$ cat src/design/sparse_feature_table_assert.svh
// assertion macros for the sparse feature table
`ifndef SPARSE_FEATURE_TABLE_ASSERT_SVH
`define SPARSE_FEATURE_TABLE_ASSERT_SVH
`ifndef SYNTHESIS
`define SFT_ASSERT(label, clk, rst_n, prop) \
  label: assert property (@(posedge clk) disable iff (!rst_n) prop) else $error("%m failed");
`define SFT_ASSERT_NEXT(label, clk, rst_n, pre, post) \
  label: assert property (@(posedge clk) disable iff (!rst_n) (pre) |=> (post)) \
    else $error("%m failed");
`else
`define SFT_ASSERT(label, clk, rst_n, prop)
`define SFT_ASSERT_NEXT(label, clk, rst_n, pre, post)
`endif
`endif

$ cat src/design/sft_pkg.sv
// ----------------------------------------------------------------------------
// sft_pkg
// types, constants and arithmetic helpers of the sparse feature table
// ----------------------------------------------------------------------------
package sft_pkg;
  localparam int unsigned CapacityDef  = 1024;
  localparam int unsigned IndexBitsDef = 24;
  localparam int unsigned FracBitsDef  = 16;
  localparam int unsigned OutIdxW = 24;
  localparam int unsigned CntW    = 11;

  typedef enum logic [2:0] {
    OpClear  = 3'd0,
    OpAdd    = 3'd1,
    OpLookup = 3'd2,
    OpScale  = 3'd3,
    OpPrune  = 3'd4,
    OpArgmax = 3'd5,
    OpNop6   = 3'd6,
    OpNop7   = 3'd7
  } op_e;

  typedef enum logic [1:0] {
    ModeDup     = 2'd0,
    ModeAcc     = 2'd1,
    ModeReplace = 2'd2,
    ModeKeep    = 2'd3
  } mode_e;

  typedef enum logic [1:0] {
    StIdle  = 2'd0,
    StRun   = 2'd1,
    StDrain = 2'd2,
    StOut   = 2'd3
  } state_e;

  // saturate a 34-bit sum to 32 bits
  function automatic logic signed [31:0] sat34(input logic signed [33:0] v);
    if (v > 34'sd2147483647) return 32'sh7fffffff;
    else if (v < -34'sd2147483648) return 32'sh80000000;
    else return v[31:0];
  endfunction
endpackage

$ cat src/design/sft_proc.sv
// ----------------------------------------------------------------------------
// sft_proc
// entry processor at the head of the ring: multiply, compare, search
// ----------------------------------------------------------------------------
module sft_proc #(
  parameter int unsigned Capacity  = sft_pkg::CapacityDef,
  parameter int unsigned IndexBits = sft_pkg::IndexBitsDef,
  parameter int unsigned FracBits  = sft_pkg::FracBitsDef
) (
  input  logic                 clk_i,
  input  logic                 rst_ni,
  input  logic                 start_i,
  input  logic                 step_i,
  input  logic                 live_i,
  input  sft_pkg::op_e         op_i,
  input  sft_pkg::mode_e       mode_i,
  input  logic [IndexBits-1:0] key_i,
  input  logic signed [31:0]   val_i,
  input  logic signed [31:0]   scl_i,
  input  logic [32:0]          thr_i,
  input  logic [IndexBits-1:0] e_idx_i,
  input  logic signed [31:0]   e_val_i,
  output logic                 keep_o,
  output logic signed [31:0]   new_val_o,
  output logic                 hit_q_o,
  output logic signed [31:0]   rv_o,
  output logic [IndexBits-1:0] ri_o
);
  import sft_pkg::*;
  // wide enough to sum a full table of duplicates without wrapping
  localparam int unsigned AccW = 33 + $clog2(Capacity);

  logic hit_q;
  logic signed [AccW-1:0] acc_q;
  logic [IndexBits-1:0] ri_q;
  logic match, take;
  logic signed [63:0] prod;
  logic signed [63:0] pr;
  logic signed [63:0] q;
  logic [32:0] emag;

  function automatic logic signed [31:0] sat_acc(input logic signed [AccW-1:0] v);
    if (v[AccW-1:31] == '0 || v[AccW-1:31] == '1) return v[31:0];
    else if (v[AccW-1]) return 32'sh80000000;
    else return 32'sh7fffffff;
  endfunction

  assign match = live_i && (e_idx_i == key_i);
  assign prod  = 64'(e_val_i) * 64'(scl_i);
  always_comb begin
    pr = (FracBits > 0) ? prod + (64'sd1 <<< (FracBits - 1)) : prod;
    q  = pr >>> FracBits;   // floor after half-up bias gives ties toward +inf
  end
  assign emag = e_val_i[31] ? 33'(-34'(e_val_i)) : {1'b0, e_val_i};

  always_comb begin
    new_val_o = e_val_i;
    keep_o = 1'b1;
    take = 1'b0;
    case (op_i)
      OpAdd: begin
        if (match && !hit_q && mode_i != ModeDup) begin
          if (mode_i == ModeAcc) new_val_o = sat34(34'(e_val_i) + 34'(val_i));
          else if (mode_i == ModeReplace) new_val_o = val_i;
        end
      end
      OpScale: begin
        if (q > 64'sd2147483647) new_val_o = 32'sh7fffffff;
        else if (q < -64'sd2147483648) new_val_o = 32'sh80000000;
        else new_val_o = q[31:0];
      end
      OpPrune: keep_o = emag >= thr_i;
      OpArgmax: take = live_i && (!hit_q || AccW'(e_val_i) > acc_q);
      default: ;
    endcase
  end

  always_ff @(posedge clk_i or negedge rst_ni) begin
    if (!rst_ni) begin
      hit_q <= 1'b0;
      acc_q <= '0;
      ri_q  <= '0;
    end else if (start_i) begin
      hit_q <= 1'b0;
      acc_q <= '0;
      ri_q  <= '0;
    end else if (step_i) begin
      if (op_i == OpLookup && match) begin
        if (mode_i == ModeDup) acc_q <= acc_q + AccW'(e_val_i);
        else if (!hit_q) acc_q <= AccW'(e_val_i);
        hit_q <= 1'b1;
      end else if (op_i == OpAdd && match && mode_i != ModeDup) begin
        hit_q <= 1'b1;
      end else if (take) begin
        hit_q <= 1'b1;
        acc_q <= AccW'(e_val_i);
        ri_q  <= e_idx_i;
      end
    end
  end
  assign hit_q_o = hit_q;
  assign rv_o = sat_acc(acc_q);
  assign ri_o = ri_q;
endmodule

$ cat config.mk
export PLATFORM = sky130hd
export DESIGN_NAME = sft_proc
export DESIGN_NICKNAME = d
export VERILOG_FILES = /design/src/design/sparse_feature_table_assert.svh /design/src/design/sft_pkg.sv /design/src/design/sft_proc.sv
export SDC_FILE = /design/constraint.sdc
export NUM_CORES = 2
export LEC_CHECK = 0
export ABC_AREA = 1
export BUFFER_PORTS_ARGS = -buffer_cell sky130_fd_sc_hd__buf_2
export CELL_PAD_IN_SITES_DETAIL_PLACEMENT = 0
export CELL_PAD_IN_SITES_GLOBAL_PLACEMENT = 2
export CORE_MARGIN = 4
export CORE_UTILIZATION = 34
export DETAILED_ROUTE_END_ITERATION = 10
export PLACE_DENSITY_LB_ADDON = 0.1
export SYNTH_ARGS = -nofsm -noshare
export SYNTH_HDL_FRONTEND = slang
export SYNTH_SLANG_ARGS = --single-unit
$ cat constraint.sdc
create_clock -name clk_i -period 9.24 [get_ports clk_i]
set_input_delay 0.924 -clock clk_i [delete_from_list [all_inputs] [get_ports clk_i]]
set_output_delay 0.924 -clock clk_i [all_outputs]
set_load 0.1 [all_outputs]
### Word-level counts from Yosys, hierarchy flattened

Cells that the tools add are included.

* equal/unequal tests: 13
* reduce and logical (&&, ||, !) cells: 20
* $add $sub $neg: 4
* magnitude comparators: 6
* shifts and indexed selects: 0
* multiplexer cells: 30
* div/mod/pow operators: 0
* multiply operators: 1
* bitwise operators: 0

Operators with widths (number)
* $mux 43: 7
* $mux 32: 9
* $mux 24: 5
* $add 64x17->64 const B: 1
* $mul 32x32->64: 1
* $pmux 32 s2: 1
* $gt 48x32->1 const B: 1
* $lt 48x32->1 const B: 1
* $add 43x32->43: 1
* $gt 32x43->1: 1
* $add 32x32->33: 1
* $ge 33x33->1: 1
* $gt 33x32->1 const B: 1
* $lt 33x32->1 const B: 1
* $mux 33: 1
* $neg 32->33: 1
* $eq 24x24->1: 1
* $eq 12x12->1 const B: 1
* $logic_not 12->1: 1
* $reduce_and 4->1: 2
* $logic_and 1x1->1: 7
* $mux 1: 7
* $eq 3x2->1 const B: 2
* $eq 3x3->1 const B: 2
* other kinds (13): 17

* logic and storage cells: 77
* memory bits (writable): 0
* input port bits: 187
* memories: 0
* bits in registers: 68
* latch bits: 0
* output and inout port bits: 90
* memory bits (read-only): 0

### Logic depth before layout (Yosys ltp)

* depth after elaboration: 9
* mapped depth: 44
* gate-level depth less buffers: 41

### Least setup slack after synthesis

OpenSTA, ideal clock, no wires.

* path kind: input-to-output
* start point: input port e_val_i[31]
* end point: output port new_val_o[17]
* path buffers: 3
* cell stages on the path: 36
* data required time: 8.316 ns
* setup slack: -0.909 ns
* data arrival time: 9.225 ns
* path through: clkbuf_1 > clkbuf_1 > nand2_1 > inv_1 > fa_1 > fa_1 > fa_1 > inv_1 > fa_1 > inv_1 > fa_1 > fa_1 > inv_1 > fa_1 > inv_1 > fa_1 > ha_1 > nand2_1 > nor2_2 > inv_2 > nor2_2 > inv_2 > nor3_1 > a21oi_1 > nand2_1 > nand2_1 > nor2_1 > nand3_1 > nor2_1 > nand3_1 > nand2_2 > buf_6 > nand2_1 > nand2_1 > nand2_1 > nand2_1

* word-level cells in the longest chain between the ends: 7
* elaborated cells between the ends (all ways): 14
* those cells by class: add/sub: 2; mul: 1; order compare: 4; mux: 7

Ends and longest elaborated chain
* start, declared: RTL line sft_proc.sv:22 `input logic signed [31:0] e_val_i,`
* parallel branches: the longest is 6 deep, another holds $mul 32x32->64
* $pmux 32 s2 *: RTL line sft_proc.sv:60 `case (op_i)`
* end, declared: RTL line sft_proc.sv:24 `output logic signed [31:0] new_val_o,`

Every way passes the cells marked *.

### Worst setup path in the final report

* start point: input port e_val_i[31]
* end point: output port new_val_o[27]

Same word-level chain as after synthesis.

==> reports/metrics.cfg <==
[floorplan]
die_h_um = 397.1
die_w_um = 397.1
top_level_ports = 277
core_area_mm2 = 0.1501
fp.dieArea_mm2 = 0.1577
rows = 142
initial_core_util_pct = 34.29

[setup_path]
path_max_fanout = 8
critPathArrivalTime_ns = 8.66
critical-path-max-stage-delay_ns = 0.57
critPathLaunchType = input port
reg2regPathDepth = 14
r2r_slack_ns = 5.45
crit_slowest_cell = fa_1
critPathCaptureType = primary output
timing.critical_path.mode_cell = fa_1
path_class = input port to primary output
r2r-start = acc_q[0]
r2r_end = acc_q[32]
critPathRequiredTime_ns = 8.32

[clock_tree]
htreeDepth = 3
clk_pin_slew_ns = 0.06
clock_sinks = 68
ctsLongestPathBuffers = 2
cts_buffers = 9
cts-root-buf = clkbuf_16
cts_tree = done
ctsHoldBuffers = 0
clk_latency_ns = 0.39

[timing]
tightest_slew_ns = 1.074
setup-violations-final = 31
rsz0062_at_grt = true
max_freq_mhz = 104.3
slew_viol_final = 0
fin_crit_sh_pct = 103.7
final.setup.tns_ns = -9.390
worst_slack_ns = -0.3435
period_needed_ns = 9.584
hold_violations = 0
skew_ns = 0.006010
slew_headroom_pct = 28.14
whs_ns = 0.3468

[yosys]
syn_area_mm2 = 0.05147
yosysWarnings = 0
synth_area_leaders = fa_1 (42%), nand2_1 (15%), inv_1 (14%), ha_1 (8.0%), dfrtp_1 (3.3%)
synth_flop_cell = dfrtp_1
synth-seq-cells = 68
synthArstFlopShare_pct = 100.0
syn-num-nets = 8797
synth_top_area_share_pct = 42.16
avgSynthCellArea_um2 = 7.151
synth_cells = 7198
synth_edf_count = 0
synth_cell_types = 54
synth_area_leader_cell = fa_1
ys_seq_area_share_pct = 3.306

[final_layout]
final_cell_mix = inv_1 (1846), nand2_1 (1810), fa_1 (1017), buf_4 (582), a21oi_1 (305)
final_cells = 9944
drive_gt1_share_pct = 20.05
final_cell_area_mm2 = 0.06527
fillers = 15620
final_common_cell = inv_1
area_growth_pct = 26.80
finalNetCount = 9519

[place]
place.gp.congestion = 0.9312
dp_cells = 9807
place_area_mm2 = 0.06066
post-dp-hpwl_um = 185300
io_buffers = 276

[grt]
track_usage_pct = 27.14
grt_max_degree = 61
grt_first_pass_wirelength_um = 322000
gr-total-overflow = 0
grt_antenna_before_repair = 13
grt_pass1_vias = 50540

[job]
drv_cap = 0

[detailed_routing]
ant_nets = 0
drt-total-wl_um = 218000
dr.pass1.iters = 6
avgViaCountPerCell = 4.797
drtIter0Drc = 2829
num_vias = 47710
route.detailed.drc = 0
drt-wirelength-per-cell_um = 21.92

[hold_path]
worstHoldPathType = input port to async pin

[outcome]
status = complete, but fails checks
failed_checks = negative setup slack

cell type report:
type                       instances  area [um^2]  area share, %
antenna                            3        7.507        0.01150
clock buffer                       9        225.2         0.3451
clock inverter                     7        76.32         0.1169
inverter                        1920         7232          11.08
multi-input combinational       4906        43970          67.37
sequential                        68         1702          2.607
tap                             2016         2522          3.865
timing repair buffer            1015         9529          14.60
how the worst max path moves through the flow:
stage          cells past startpoint         from  slack (ns)       endpoint
4_1_cts                           42  e_val_i[31]       -0.28  new_val_o[13]
5_1_grt                           36  e_val_i[31]       -0.60  new_val_o[13]
6_report                          36  e_val_i[31]       -0.34  new_val_o[27]
3_5_place_dp                      39    scl_i[17]       -0.96  new_val_o[25]
3_3_place_gp                      39    scl_i[17]       -0.91  new_val_o[22]
2_1_floorplan                     36  e_val_i[31]       0.007  new_val_o[17]
through the flow:
step	worst slack [ns]	util, %
4_1_cts	-0.2801	42.17
6_report	-0.3435	43.47
5_1_grt	-0.5983	43.47
3_5_place_dp	-0.9608	40.40
3_3_place_gp	-0.9095	40.40
2_1_floorplan	0.006953	-
what timing repair did:
action | 4_1_cts | 5_1_grt
setup buffers | 39 | 61
cloned | 7 | 13
endpoints found under the setup margin | 32 | 32
pin swaps | 101 | 153
gates resized for setup | 476 | 345
per-layer routing:
layer  part of all wire, %  track usage [%]
met3                   4.0            1.838
met2                    50            47.97
met1                    45            37.08
met4                   1.8            4.428
met5                 0.016                0
registers in the layout (all words and copies together) (netlist names):
register	count
ri_o	24
acc_q	43
hit_q_o	1
synthesized netlist by cell type, drive strengths merged (31+ instances only):
master,instances
dfrtp,68
inv,1918
a21oi,336
ha,328
clkbuf,237
xor2,99
buf,67
nor2,362
fa,1084
xnor2,31
o21ai,199
nand3,186
nor3,58
nand4,50
nand2,2013
cells by family after synthesis:
logic type,count (synthesis),synth area share [%]
AO/OA/AOI/OAI,631,6.646
other,1,0.007285
AND/OR/NAND/NOR,2732,21.29
XOR/XNOR,130,2.212
adder cells (fa/ha/maj),1412,50.13
buffers and inverters,2224,16.40
flip-flops,68,3.306
critical path: cells and delay by family:
| kind | cells | cell delay, ns |
|---|---|---|
| buffers and inverters | 14 | 1.68 |
| adder cells (fa/ha/maj) | 9 | 4.42 |
| AND/OR/NAND/NOR | 13 | 1.60 |
Power is not shown: default switching activity piles up to over one toggle a cycle in this logic, so the estimate is an artifact.
