`src/design/sparse_feature_table_assert.svh`:
```
// assertion macros for the sparse feature table
`ifndef SPARSE_FEATURE_TABLE_ASSERT_SVH
`define SPARSE_FEATURE_TABLE_ASSERT_SVH
`ifndef SYNTHESIS
`define SFT_ASSERT(label, clk, rst_n, prop) \
  label: assert property (@(posedge clk) disable iff (!rst_n) prop) else $error("%m failed");
`define SFT_ASSERT_NEXT(label, clk, rst_n, pre, post) \
  label: assert property (@(posedge clk) disable iff (!rst_n) (pre) |=> (post)) \
    else $error("%m failed");
`else
`define SFT_ASSERT(label, clk, rst_n, prop)
`define SFT_ASSERT_NEXT(label, clk, rst_n, pre, post)
`endif
`endif

```
`src/design/sft_pkg.sv`:
```
// ----------------------------------------------------------------------------
// sft_pkg
// types, constants and arithmetic helpers of the sparse feature table
// ----------------------------------------------------------------------------
package sft_pkg;
  localparam int unsigned CapacityDef  = 1024;
  localparam int unsigned IndexBitsDef = 24;
  localparam int unsigned FracBitsDef  = 16;
  localparam int unsigned OutIdxW = 24;
  localparam int unsigned CntW    = 11;

  typedef enum logic [2:0] {
    OpClear  = 3'd0,
    OpAdd    = 3'd1,
    OpLookup = 3'd2,
    OpScale  = 3'd3,
    OpPrune  = 3'd4,
    OpArgmax = 3'd5,
    OpNop6   = 3'd6,
    OpNop7   = 3'd7
  } op_e;

  typedef enum logic [1:0] {
    ModeDup     = 2'd0,
    ModeAcc     = 2'd1,
    ModeReplace = 2'd2,
    ModeKeep    = 2'd3
  } mode_e;

  typedef enum logic [1:0] {
    StIdle  = 2'd0,
    StRun   = 2'd1,
    StDrain = 2'd2,
    StOut   = 2'd3
  } state_e;

  // saturate a 34-bit sum to 32 bits
  function automatic logic signed [31:0] sat34(input logic signed [33:0] v);
    if (v > 34'sd2147483647) return 32'sh7fffffff;
    else if (v < -34'sd2147483648) return 32'sh80000000;
    else return v[31:0];
  endfunction
endpackage

```
`src/design/sft_cell.sv`:
```
// ----------------------------------------------------------------------------
// sft_cell
// one table slot: holds an entry and shifts it on to the next slot
// ----------------------------------------------------------------------------
module sft_cell #(
  parameter int unsigned IndexBits = sft_pkg::IndexBitsDef
) (
  input  logic                 clk_i,
  input  logic                 shift_i,
  input  logic [IndexBits-1:0] idx_i,
  input  logic [31:0]          val_i,
  output logic [IndexBits-1:0] idx_o,
  output logic [31:0]          val_o
);
  import sft_pkg::*;
  logic [IndexBits-1:0] idx_q;
  logic [31:0]          val_q;

  always_ff @(posedge clk_i) begin
    if (shift_i) begin
      idx_q <= idx_i;
      val_q <= val_i;
    end
  end
  assign idx_o = idx_q;
  assign val_o = val_q;
endmodule

```
`config.mk`:
```
export PLATFORM = sky130hd
export DESIGN_NAME = sft_cell
export DESIGN_NICKNAME = d
export VERILOG_FILES = /design/src/design/sparse_feature_table_assert.svh /design/src/design/sft_pkg.sv /design/src/design/sft_cell.sv
export SDC_FILE = /design/constraint.sdc
export NUM_CORES = 1
export LEC_CHECK = 0
export BUFFER_PORTS_ARGS = -buffer_cell sky130_fd_sc_hd__buf_2
export CORE_UTILIZATION = 40
export DETAILED_ROUTE_END_ITERATION = 10
export GPL_ROUTABILITY_DRIVEN = 0
export PLACE_DENSITY = 0.78
export SYNTH_ARGS = -nofsm -noshare
export SYNTH_HDL_FRONTEND = slang
export SYNTH_SLANG_ARGS = --single-unit
```
`constraint.sdc`:
```
create_clock -name clk_i -period 0.8 [get_ports clk_i]
set_input_delay 0.12 -clock clk_i [delete_from_list [all_inputs] [get_ports clk_i]]
set_output_delay 0.12 -clock clk_i [all_outputs]
set_load 0.02 [all_outputs]
```
* Word level (Yosys, flattened, before mapping)
Cells that the tools add are included.
** Operators by class
- Multiply operators :: 0
- Bitwise logic cells :: 0
- Reductions and logical operators :: 0
- Equal/unequal tests :: 0
- Order comparisons :: 0
- Divide/modulo/power cells :: 0
- Mux-type cells :: 0
- Shifts and indexed selects :: 0
- Add/subtract/negate cells :: 0
** Word-level totals
- Bits in latches :: 0
- Bits in writable memories :: 0
- Output and inout bits :: 56
- Input port bits :: 58
- Logic and storage cells :: 2
- Memories kept :: 0
- Memory bits (read-only) :: 0
- Register bits after elaboration :: 56

* Logic depth before layout (Yosys ltp)
Gate-level depths: netlist of the first run.
- Word-level depth :: 0
- Gate-level depth with buffers :: 0
- Gate-level depth less buffers :: 0

* Worst setup path after synthesis of the first run
No wires, ideal clock.
- Kind :: reg-to-output
- From :: register idx_q[0] (netlist: idx_o[0])
- To :: output port idx_o[0]
- Data required time :: 680 ps
- Cell stages (with the launch flop) :: 1
- Path buffers :: 0
- Data arrival time :: 449 ps
- Slack :: 231 ps
- Path through :: edfxtp_1
** RTL lines
- start, declared :: line sft_cell.sv:16 : logic [IndexBits-1:0] idx_q;
- start signal, assigned :: line sft_cell.sv:21 : idx_q <= idx_i;
- end, declared :: line sft_cell.sv:12 : output logic [IndexBits-1:0] idx_o,
No word-level cell between the ends.

* Worst setup path in the final report of the first run
- From :: register idx_q[3] (netlist: idx_o[3])
- To :: output port idx_o[3]
No word-level cell between the ends.

==> results list, run 1 <==
* Count of cells along the worst hold path: 2
- Walking the worst path, the cells encountered are buf_6.
* Number of clock buffers inserted by TritonCTS: 5
- Sequential share of power: 0.588
- Critical-path top delay cell: sky130_fd_sc_hd__edfxtp_1
- 0 cells are multi-input combinational gates.
- Leaving out fill and tap cells, the most frequent cell in the layout is sky130_fd_sc_hd__buf_2.
* Via density: ~4.3
- In the finished design, the share of the clock period the worst path needs comes to 1.25.
* Final number of hold-violating endpoints: 0
- Cell Pwr Density: 1870 mW/mm^2
* CTS sink count: 56
- By startpoint and endpoint, the worst setup path is classified as register to output pin.
* Tot GR Track Use: 0.181
- Avg Cell Area, Syn: between 30 and 40 um^2
* Unique cell type count in the Yosys netlist: 1
- Final min period: 0.996 ns
* Combined area of the multi-input logic cells: 0 um^2
- In the routed design, unresolved DRC markers number 0.
- After the first detailed-routing iteration, the DRC count stood at 49.
* Drt wl/cell: roughly 15 um
- Clock tree from TritonCTS: done
- Input/output buffers: 113
- Max clock buf depth: 2
- The worst hold path terminates at idx_o[15].
- Standard cell core area: between 0.004 and 0.005 mm^2
- The worst setup path is captured at an output pin.
- The checks that failed: negative setup slack.
- Family with the most delay on the worst path: flip-flops
- Count of inserted antenna diode cells: 0
- The initial utilization of the core area, before any placement, comes to 0.417.
- Leaving out filler cells and counting taps, the final layout contains 284.
* Total routed wirelength: approximately 4200 um
- Entering global routing, the biggest net connects 32 pins.
- Detailed placement ended at an HPWL of between 2000 and 2500 um.
- Initial antenna violation count: 0
- The worst setup path is launched from a register.
- Maximum vdd drop: between 1000 and 1500 uV
- Setup-failing EPs final: 56
* Total placed instance area: 0.00235 mm^2
* Cell internal power dissipation: 4700 uW
- Data on the critical path is required at its endpoint by 0.68 ns.
- Remaining antenna violation count: 0
- In this run the power spent charging and discharging nets is between 1000 and 1500 uW.
* Die width: 66.8 um
- In this run the tightest slew margin relative to its limit is 0.892.
- Worst Max-Slew Pin Slew: 0.162 ns
* Pleak: 0.00137 uW
- After routing the design area is 0.00325 mm^2.
- Die Area: 0.00447 mm^2
- Post-Syn Nets: 114
- Compared with the post-synthesis result, the final layout area differs by 93.2%.
- On the worst path, the slowest cell contributes a delay of 0.43 ns.
* Cell count after placement: 221
* Total Nets Final: 292
* Net switching fraction of the power: 0.229
- Post-synth design cell area: 0.00168 mm^2
- Io pins: 114
* Std cell rows: 23
* Highest Clock Rate: ~1000 MHz
- For the worst setup path, the data arrival time is 0.88 ns.
- Pins Over Slew Limit: 0
- Layout cell share with drive strength beyond 1: 0.513
- Leftover overflow at the end of global routing: 0
- The share of total power dissipated in the clock network is 0.224.
- Power comes to 6090 uW.
- The tool flagged a number of max-cap violations equal to 0.
* Synthesized instance count: 56
- After layout, the worst setup slack is -0.196 ns.
- The via count of the first global-routing pass came to 1291.
- Setup repair after global routing missed its margin: true
- Worst min-delay path startpoint: shift_i
* Height of the die: 66.8 um
- Global-route wire length before repair: 5470 um
- Of the synthesized area, sequential elements account for 1.00.
* Result of the run: finished with violations
- Initial DRT Pass Iterations: 4
* Yosys warnings: 0
- Clock Root Buffer: sky130_fd_sc_hd__clkbuf_8
- The synthesized design contains between 50 and 60 register bits.
* Worst hold path class: input pin to register
- Buffer and inverter count on the worst path: 1
- The H-tree was split into 2 levels.
* Worst-path clk slew: 0.09 ns
- Crit path max fanout: 1
* Combinational power share: 0.187
- OpenSTA, run right after detailed placement, puts the worst setup slack at approximately 0.014 ns.
- Number of vias after detailed routing: around 1200
* Most frequent cells in the layout: sky130_fd_sc_hd__buf_2, sky130_fd_sc_hd__dlygate4sd3_1, sky130_fd_sc_hd__edfxtp_1
-- worst max path at each step --
stage,startpoint,end,depth (start not counted)
2_1_floorplan,idx_o[0],idx_o[0],0
3_5_place_dp,shift_i,val_o[6],2
3_3_place_gp,shift_i,val_o[11],2
6_report,idx_o[3],idx_o[3],1
5_1_grt,val_o[31],val_o[31],1
4_1_cts,idx_o[22],idx_o[22],1
-- metrics by stage --
step,TNS (ns),hold WS (ns),utilization
after global placement,0,0.297,0.583
after CTS,-8.91,0.00288,0.756
final,-8.44,0.296,0.807
after global routing,-10.42,0.303,0.807
after detailed placement,0,0.298,0.583
after floorplan,0,0.219,-
-- per-layer routing --
metal	vias up	routed length (um)	track usage
met1	576	1280	0.141
li1	580	-	-
met5	-	0	0
met2	69	2490	0.356
met3	6	353	0.0822
met4	0	59	0.0931
-- final cells by class --
cell class            instances  area (um^2)
timing repair buffer        171         1430
tap                          50         62.6
fill                        227          779
sequential                   56         1680
clock inverter                2         7.51
clock buffer                  5         68.8
-- synth_stat cells, drive strengths merged --
library cell	number	share of area
edfxtp	56	1.0
-- power by group through the flow --
| stage | Combinational (uW) | Clock (uW) | Sequential [uW] |
|---|---|---|---|
| 2_1_floorplan | 0 | 0 | 3920 |
| 3_3_place_gp | 702 | 0 | 3590 |
| 3_5_place_dp | 724 | 0 | 3600 |
| 4_1_cts | 985 | 1410 | 3540 |
| 5_1_grt | 1200 | 1500 | 3600 |
| 6_report | 1140 | 1370 | 3580 |
-- sequential cells by signal, summed over array words and instances, names as in the netlist --
signal / cells
idx_o: 24
val_o: 32
-- kinds of logic after synthesis --
family,share of synthesized area
DFF,1.00
-- what timing repair did --
item | CTS | global route
resized for setup | 22 | 62
buffers inserted | 0 | 0
hold buffers | 55 | 1
hold endpoints to repair | 55 | 1
setup endpoints to repair | 56 | 56
pin swaps | 0 | 0
No activity file was read; power rests on OpenSTA's default activity.
==> run 2: changes to the inputs <==
==> constraint.sdc (replaced) <==
create_clock -name clk_i -period 0.8 [get_ports clk_i]
set_input_delay 0.16 -clock clk_i [delete_from_list [all_inputs] [get_ports clk_i]]
set_output_delay 0.16 -clock clk_i [all_outputs]
set_load 0.02 [all_outputs]
==> run 2 against run 1 <==
- the flow still finishes with violations (negative setup slack)
- total power fell by 4.4%
- count of clock-buffer cells in the layout unchanged
- via count fell by 20%
- sequential power hardly changed
- combinational power down 21%
- setup slack lost 0.030 ns
- largest cell class unchanged
- largest power group unchanged
==> results list, run 2 (same netlist as run 1, synthesis figures left out) <==
- Result of the run: finished with violations (unchanged)
- Failing checks: negative setup slack (unchanged)
- Remaining antenna violation count: 0 (unchanged)
- Post-detailed-placement half-perimeter wirelength: 2210 um (unchanged)
- Multi-input logic cell count: 0 (unchanged)
* Total Nets Final: 236 (was 292)
* Cell count after placement: 221 (unchanged)
- Worst Max-Slew Pin Slew: 0.162 ns (about the same)
* Maximum level of the CTS H-tree: 2 (unchanged)
* Via density: 4.29 (was 4.33)
- The iteration count of the initial detailed-routing pass is 3 (was 4).
- Pins Over Slew Limit: 0 (unchanged)
- The kind of start point of the critical path is a register (unchanged).
* Critical-path top delay cell: sky130_fd_sc_hd__edfxtp_1 (unchanged)
- The number of buffers created by CTS is 5 (unchanged).
- Post-CTS Hold Fix Bufs: 0 (was 55)
- The layout-stage area growth over the synthesis result was 59.7% (was 93.2%).
* Combined area of the multi-input logic cells: 0 um^2 (unchanged)
- Io pins: 114 (unchanged)
* Via count of the first global-routing pass: 922 (was 1291)
- The post-layout instance count excluding filler cells came to 229 (was 284).
- Share of the cycle needed by the critical path after routing: 1.28 (was 1.25)
- The largest net degree at the start of global routing is 32 (unchanged).
* Setup repair after global routing missed its margin: true (unchanged)
- The final standard cell utilization of the core is 0.666 (was 0.807).
- The number of DRC markers after the initial detailed-route iteration was 44 (was 49).
- The root cell of the clock tree is sky130_fd_sc_hd__clkbuf_8 (unchanged).
- The start point of the worst hold path is val_i[11] (was shift_i).
* Count of cells along the worst hold path: 1 (was 2)
* Buffer and inverter count on the worst path: 1 (unchanged)
- Pleak: 0.00114 uW (was 0.00137 uW)
- Clock tree from TritonCTS: done (unchanged)
- The row count was 23 (unchanged).
- Most frequent cells in the layout: sky130_fd_sc_hd__buf_2, sky130_fd_sc_hd__edfxtp_1, sky130_fd_sc_hd__buf_6 (was sky130_fd_sc_hd__buf_2, sky130_fd_sc_hd__dlygate4sd3_1, sky130_fd_sc_hd__edfxtp_1).
* Global-route wire length before repair: 4090 um (was 5470 um)
- Family with the most delay on the worst path: flip-flops (unchanged)
* Cell Pwr Density: 2170 mW/mm^2 (was 1870 mW/mm^2)
- Post-route DRC: 0 (unchanged)
- The number of clock sinks seen by CTS is 56 (unchanged).
* Worst Setup Slack post-DPL: -0.0259 ns (was 0.0141 ns)
- The endpoint required time on the critical path is 0.64 ns (was 0.68 ns).
- Initial core utilization: 0.417 (unchanged)
* Maximum vdd drop: 1450 uV (was 1460 uV)
* Max-slew headroom: 0.892 (about the same)
- Element type at the critical path end: output pin (unchanged)
- The number of flip-flops under the largest register name was 32 (unchanged).
- Initial antenna violation count: 0 (unchanged)
* Slowest stage delay, CP: 0.42 ns (was 0.43 ns)
- Hold worst-path end: val_o[11] (was idx_o[15])
- The hold slack was 0.0364 ns (was 0.296 ns).
* Crit path kind: register to output pin (unchanged)
- Die width: 66.8 um (unchanged)
- The clock-pin slew on the worst setup and hold paths came to 0.08 ns (was 0.09 ns).
- Drt wl/cell: 14.0 um (was 14.7 um)
- The vertical die dimension is 66.8 um (unchanged).
- Critical Path, Cell by Cell: buf_6 (unchanged).
* Tot GR Track Use: 0.136 (was 0.181)
- The core outline area came to 0.00403 mm^2 (unchanged).
* Critical Path AT: 0.87 ns (was 0.88 ns)
* Crit path max fanout: 1 (unchanged)
* Max cap viols: 0 (unchanged)
- Highest Clock Rate: 974 MHz (was 1000 MHz)
- Input/output buffers: 113 (unchanged)
- The buffer levels on the longest clock path was 2 (unchanged).
- Most common cell after layout, fill and taps aside: sky130_fd_sc_hd__buf_2 (unchanged)
* Worst hold path class: input pin to register (unchanged)
- The post-layout worst setup margin was -0.227 ns (was -0.196 ns).
* Die Area: 0.00447 mm^2 (unchanged)
- The global-route congestion overflow total was 0 (unchanged).
- Final number of hold-violating endpoints: 0 (unchanged)
- The post-detailed-routing wire length is 3200 um (was 4180 um).
* Setup-failing EPs final: 56 (unchanged)
- Number of vias after detailed routing: 982 (was 1231)
- The final critical-path required period came to 1.03 ns (was 0.996 ns).
- Layout cell share with drive strength beyond 1: 0.674 (was 0.513)
-- run 2: area by class of cell --
| type | instances | area [um^2] |
|---|---|---|
| clock buffers | 5 | 68.8 |
| fillers | 300 | 1340 |
| diodes | 1 | 2.50 |
| repair buffers | 115 | 862 |
| clock inverters | 2 | 7.51 |
| flip-flops and latches | 56 | 1680 |
| well taps | 50 | 62.6 |
-- run 2: stage by stage --
step                      area (um^2)  TNS, ns  total power, uW
after global routing             2680   -12.67             6050
final                            2690   -10.27             5820
after global placement           2350   -0.101             4290
after CTS                        2490   -11.15             5730
after floorplan                  1680        0             3920
after detailed placement         2350   -0.748             4320
-- run 2: worst max path at each step --
stage / to / depth (start not counted) / startpoint
after CTS: idx_o[22] / 1 / idx_o[22]
after global placement: val_o[11] / 2 / shift_i
after detailed placement: val_o[6] / 2 / shift_i
after floorplan: idx_o[0] / 0 / idx_o[0]
final: val_o[8] / 1 / val_o[8]
after global routing: val_o[25] / 1 / val_o[25]
-- run 2: timing repair --
action,in CTS,in global routing
resized for setup,22,60
setup buffers,0,0
endpoints found under the setup margin,56,56
cloned,0,0
-- run 2: layer usage --
metal / share of wire / GRT usage
met1: 0.32 / 0.133
met2: 0.56 / 0.232
met3: 0.11 / 0.0753
met4: 0.014 / 0.0638
met5: 0 / 0
-- run 2: power by group --
| part | leakage (uW) | total, uW | internal [uW] | switching [uW] |
|---|---|---|---|---|
| combinational | 0.000550 | 904 | 447 | 458 |
| sequential | 0.000548 | 3580 | 3490 | 89.3 |
| clock | 0.0000391 | 1340 | 579 | 766 |
| total | 0.00114 | 5820 | 4510 | 1310 |
==> run 3: changes to the inputs <==
--- a/config.mk
+++ b/config.mk
@@ -5,11 +5,14 @@
 export SDC_FILE = /design/constraint.sdc
 export NUM_CORES = 1
 export LEC_CHECK = 0
+export ABC_AREA = 1
 export BUFFER_PORTS_ARGS = -buffer_cell sky130_fd_sc_hd__buf_2
-export CORE_UTILIZATION = 40
+export CELL_PAD_IN_SITES_DETAIL_PLACEMENT = 0
+export CELL_PAD_IN_SITES_GLOBAL_PLACEMENT = 1
+export CORE_UTILIZATION = 32
 export DETAILED_ROUTE_END_ITERATION = 10
 export GPL_ROUTABILITY_DRIVEN = 0
-export PLACE_DENSITY = 0.78
+export PLACE_DENSITY_LB_ADDON = 0.1
 export SYNTH_ARGS = -nofsm -noshare
 export SYNTH_HDL_FRONTEND = slang
 export SYNTH_SLANG_ARGS = --single-unit
==> run 3 against run 2 <==
- the run still ends with negative setup slack left
- total power rose by 0.53%
- critical endpoint is now idx_o[6]
- hold slack got worse by 0.0042 ns
- critical path type unchanged
- utilization fell by 13 points
- global-route usage fell by 1.5 points
- non-clock buffer count did not move
- largest cell class unchanged
- setup slack got worse by 0.010 ns
- largest power group unchanged
==> results list, run 3 (same netlist as run 1, synthesis figures left out) <==
* Finished Core Util: 0.536 (was 0.666)
* Remaining antenna violation count: 0 (unchanged)
* Initial antenna violation count: 0 (unchanged)
- The total count of max-transition violations in the final report was 0 (unchanged).
* Total Nets Final: 236 (unchanged)
- The kind of path behind the tightest hold check is input pin to register (unchanged).
* Multi-input logic cell count: 0 (unchanged)
- The layout-stage area growth over the synthesis result came to 61.8% (was 59.7%).
- The buffer levels on the longest clock path came to 2 (unchanged).
- Initial DRT Pass Iterations: 4 (was 3)
- Setup repair after global routing missed its margin: true (unchanged)
* Number of vias after detailed routing: 1027 (was 982)
- Family with the most delay on the worst path: flip-flops (unchanged)
* Cell count after placement: 241 (was 221)
- Pin count of the biggest net entering global routing: 31 (was 32)
* Critical Path AT: 0.88 ns (was 0.87 ns)
* Drt wl/cell: 13.5 um (was 14.0 um)
- The via count normalized by instance count was 4.14 (was 4.29).
- The type of the worst setup path was register to output pin (unchanged).
- The number of top-level pins came to 114 (unchanged).
* Critical-path top delay cell: sky130_fd_sc_hd__edfxtp_1 (unchanged)
- Highest Clock Rate: 965 MHz (was 974 MHz)
* Max cap viols: 0 (unchanged)
- The total area of multi-input combinational cells is 0 um^2 (unchanged).
- Final number of hold-violating endpoints: 0 (unchanged)
* Input/output buffers: 113 (unchanged)
- Failing checks: negative setup slack (unchanged)
* Worst-path clk slew: 0.08 ns (about the same)
- Final standard cell area without fillers: 0.00272 mm^2 (was 0.00269 mm^2)
* Clock tree from TritonCTS: done (unchanged)
- Setup-failing EPs final: 56 (unchanged)
- The power per cell area was 2150 mW/mm^2 (was 2170 mW/mm^2).
- The area of the die was 0.00555 mm^2 (was 0.00447 mm^2).
- The maximum fanout along the worst path came to 1 (unchanged).
- The power dissipated by switching net loads is 1330 uW (was 1310 uW).
- Combinational power share: 0.156 (was 0.155)
- The end point of the critical path is idx_o[6] (was val_o[8]).
- Final min period: 1.04 ns (was 1.03 ns)
- The power after layout is 5860 uW (was 5820 uW).
- Cell internal power dissipation: 4520 uW (was 4510 uW)
- The overall track demand over capacity in global routing is 0.122 (was 0.136).
* Std cell rows: 26 (was 23)
- The number of buffers created by CTS came to 5 (unchanged).
- The tightest slew margin relative to the limit is 0.892 (about the same).
- Layout cell share with drive strength beyond 1: 0.674 (unchanged)
* Via count of the first global-routing pass: 1023 (was 922)
* Critical Path, Cell by Cell: buf_6 (unchanged)
* Stages on the worst setup path: 1 (unchanged)
- Most frequent cells in the layout: sky130_fd_sc_hd__buf_2, sky130_fd_sc_hd__edfxtp_1, sky130_fd_sc_hd__buf_6 (unchanged).
- CTS sink count: 56 (unchanged)
- The leakage power of the design was 0.00114 uW (about the same).
- Worst Setup Slack post-DPL: -0.0300 ns (was -0.0259 ns)
- Worst Max-Slew Pin Slew: 0.162 ns (about the same)
- Global-route wire length before repair: 4690 um (was 4090 um)
- The switching power share of the total came to 0.228 (was 0.225).
- Initial core utilization: 0.331 (was 0.417)
- The area of placed instances came to 0.00237 mm^2 (was 0.00235 mm^2).
* Height of the die: 74.5 um (was 66.8 um)
- Clock Power Share: 0.233 (was 0.231)
- Element type at the critical path end: output pin (unchanged)
- Most common cell after layout, fill and taps aside: sky130_fd_sc_hd__buf_2 (unchanged)
- Share of the cycle needed by the critical path after routing: 1.30 (was 1.28)
* Maximum level of the CTS H-tree: 2 (unchanged)
* Worst setup path startpoint: idx_o[6] (was val_o[8])
- Total routed wirelength: 3340 um (was 3200 um)
- Maximum vdd drop: 1300 uV (was 1450 uV)
- The die outline width was 74.5 um (was 66.8 um).
* Standard cell core area: 0.00507 mm^2 (was 0.00403 mm^2)
* Iter 0 DRT Violations: 29 (was 44)
- Layout Cells excl Fill: 248 (was 229)
- The post-layout worst setup margin is -0.237 ns (was -0.227 ns).
- Slowest stage delay, CP: 0.42 ns (about the same)
- The combined buffer and inverter count along the critical path was 1 (unchanged).
* Count of inserted antenna diode cells: 0 (was 1)
- Clock Root Buffer: sky130_fd_sc_hd__clkbuf_8 (unchanged)
- The power share of the sequential group is 0.611 (was 0.614).
- Result of the run: finished with violations (unchanged)
* Buffers inserted by post-CTS timing repair: 0 (unchanged)
- Number of flip-flops under the largest register name: 32 (unchanged)
- The kind of start point of the critical path is a register (unchanged).
- Post-route DRC: 0 (unchanged)
- Leftover overflow at the end of global routing: 0 (unchanged)
* Worst endpoint required time: 0.64 ns (about the same)
==> run 3: cell count changes in the layout (fill, tap and decap cells not counted), sizes merged <==
cell | before | now
diode | 1 | 0
==> run 3: layer usage <==
layer  up-vias  GRT usage  routed length, um
li1        467          -                  -
met1       481      0.100               1020
met2        74      0.219               1790
met3         5     0.0867                486
met4         0     0.0503                 48
met5         -          0                  0
==> run 3: timing repair <==
item,4_1_cts,5_1_grt
gates resized for setup,20,66
setup endpoints to repair,56,56
hold buffers,0,0
pin swaps,0,0
endpoints found under the hold margin,0,0
==> run 3: final cells by class <==
cell class,instances,area (um^2)
Fill cell,451,2350
Clock buffer,5,68.8
Tap cell,70,87.6
Clock inverter,2,7.51
Sequential cell,56,1680
Timing Repair Buffer,115,875
==> run 3: worst min-delay path by stage <==
stage | end | cells past startpoint | from
after floorplan | idx_o[0] | 0 | idx_i[0]
after global placement | idx_o[2] | 1 | idx_i[2]
after detailed placement | idx_o[9] | 1 | idx_i[9]
after CTS | idx_o[23] | 1 | idx_i[23]
after global routing | idx_o[12] | 1 | idx_i[12]
final | idx_o[8] | 1 | idx_i[8]
==> run 3: through the flow <==
stage | TNS [ns] | hold WS [ns]
floorplan | 0 | 0.259
global placement | -0.275 | 0.336
detailed placement | -1.13 | 0.338
CTS | -11.53 | 0.0159
global route | -13.39 | 0.00228
finish | -10.57 | 0.0322
==> run 3: power by group through the flow <==
stage / Clock (uW) / Combinational (uW) / Sequential, uW
2_1_floorplan: 0 / 0 / 3920
4_1_cts: 1440 / 777 / 3550
5_1_grt: 1540 / 968 / 3610
3_5_place_dp: 0 / 732 / 3600
3_3_place_gp: 0 / 723 / 3590
6_report: 1360 / 916 / 3580
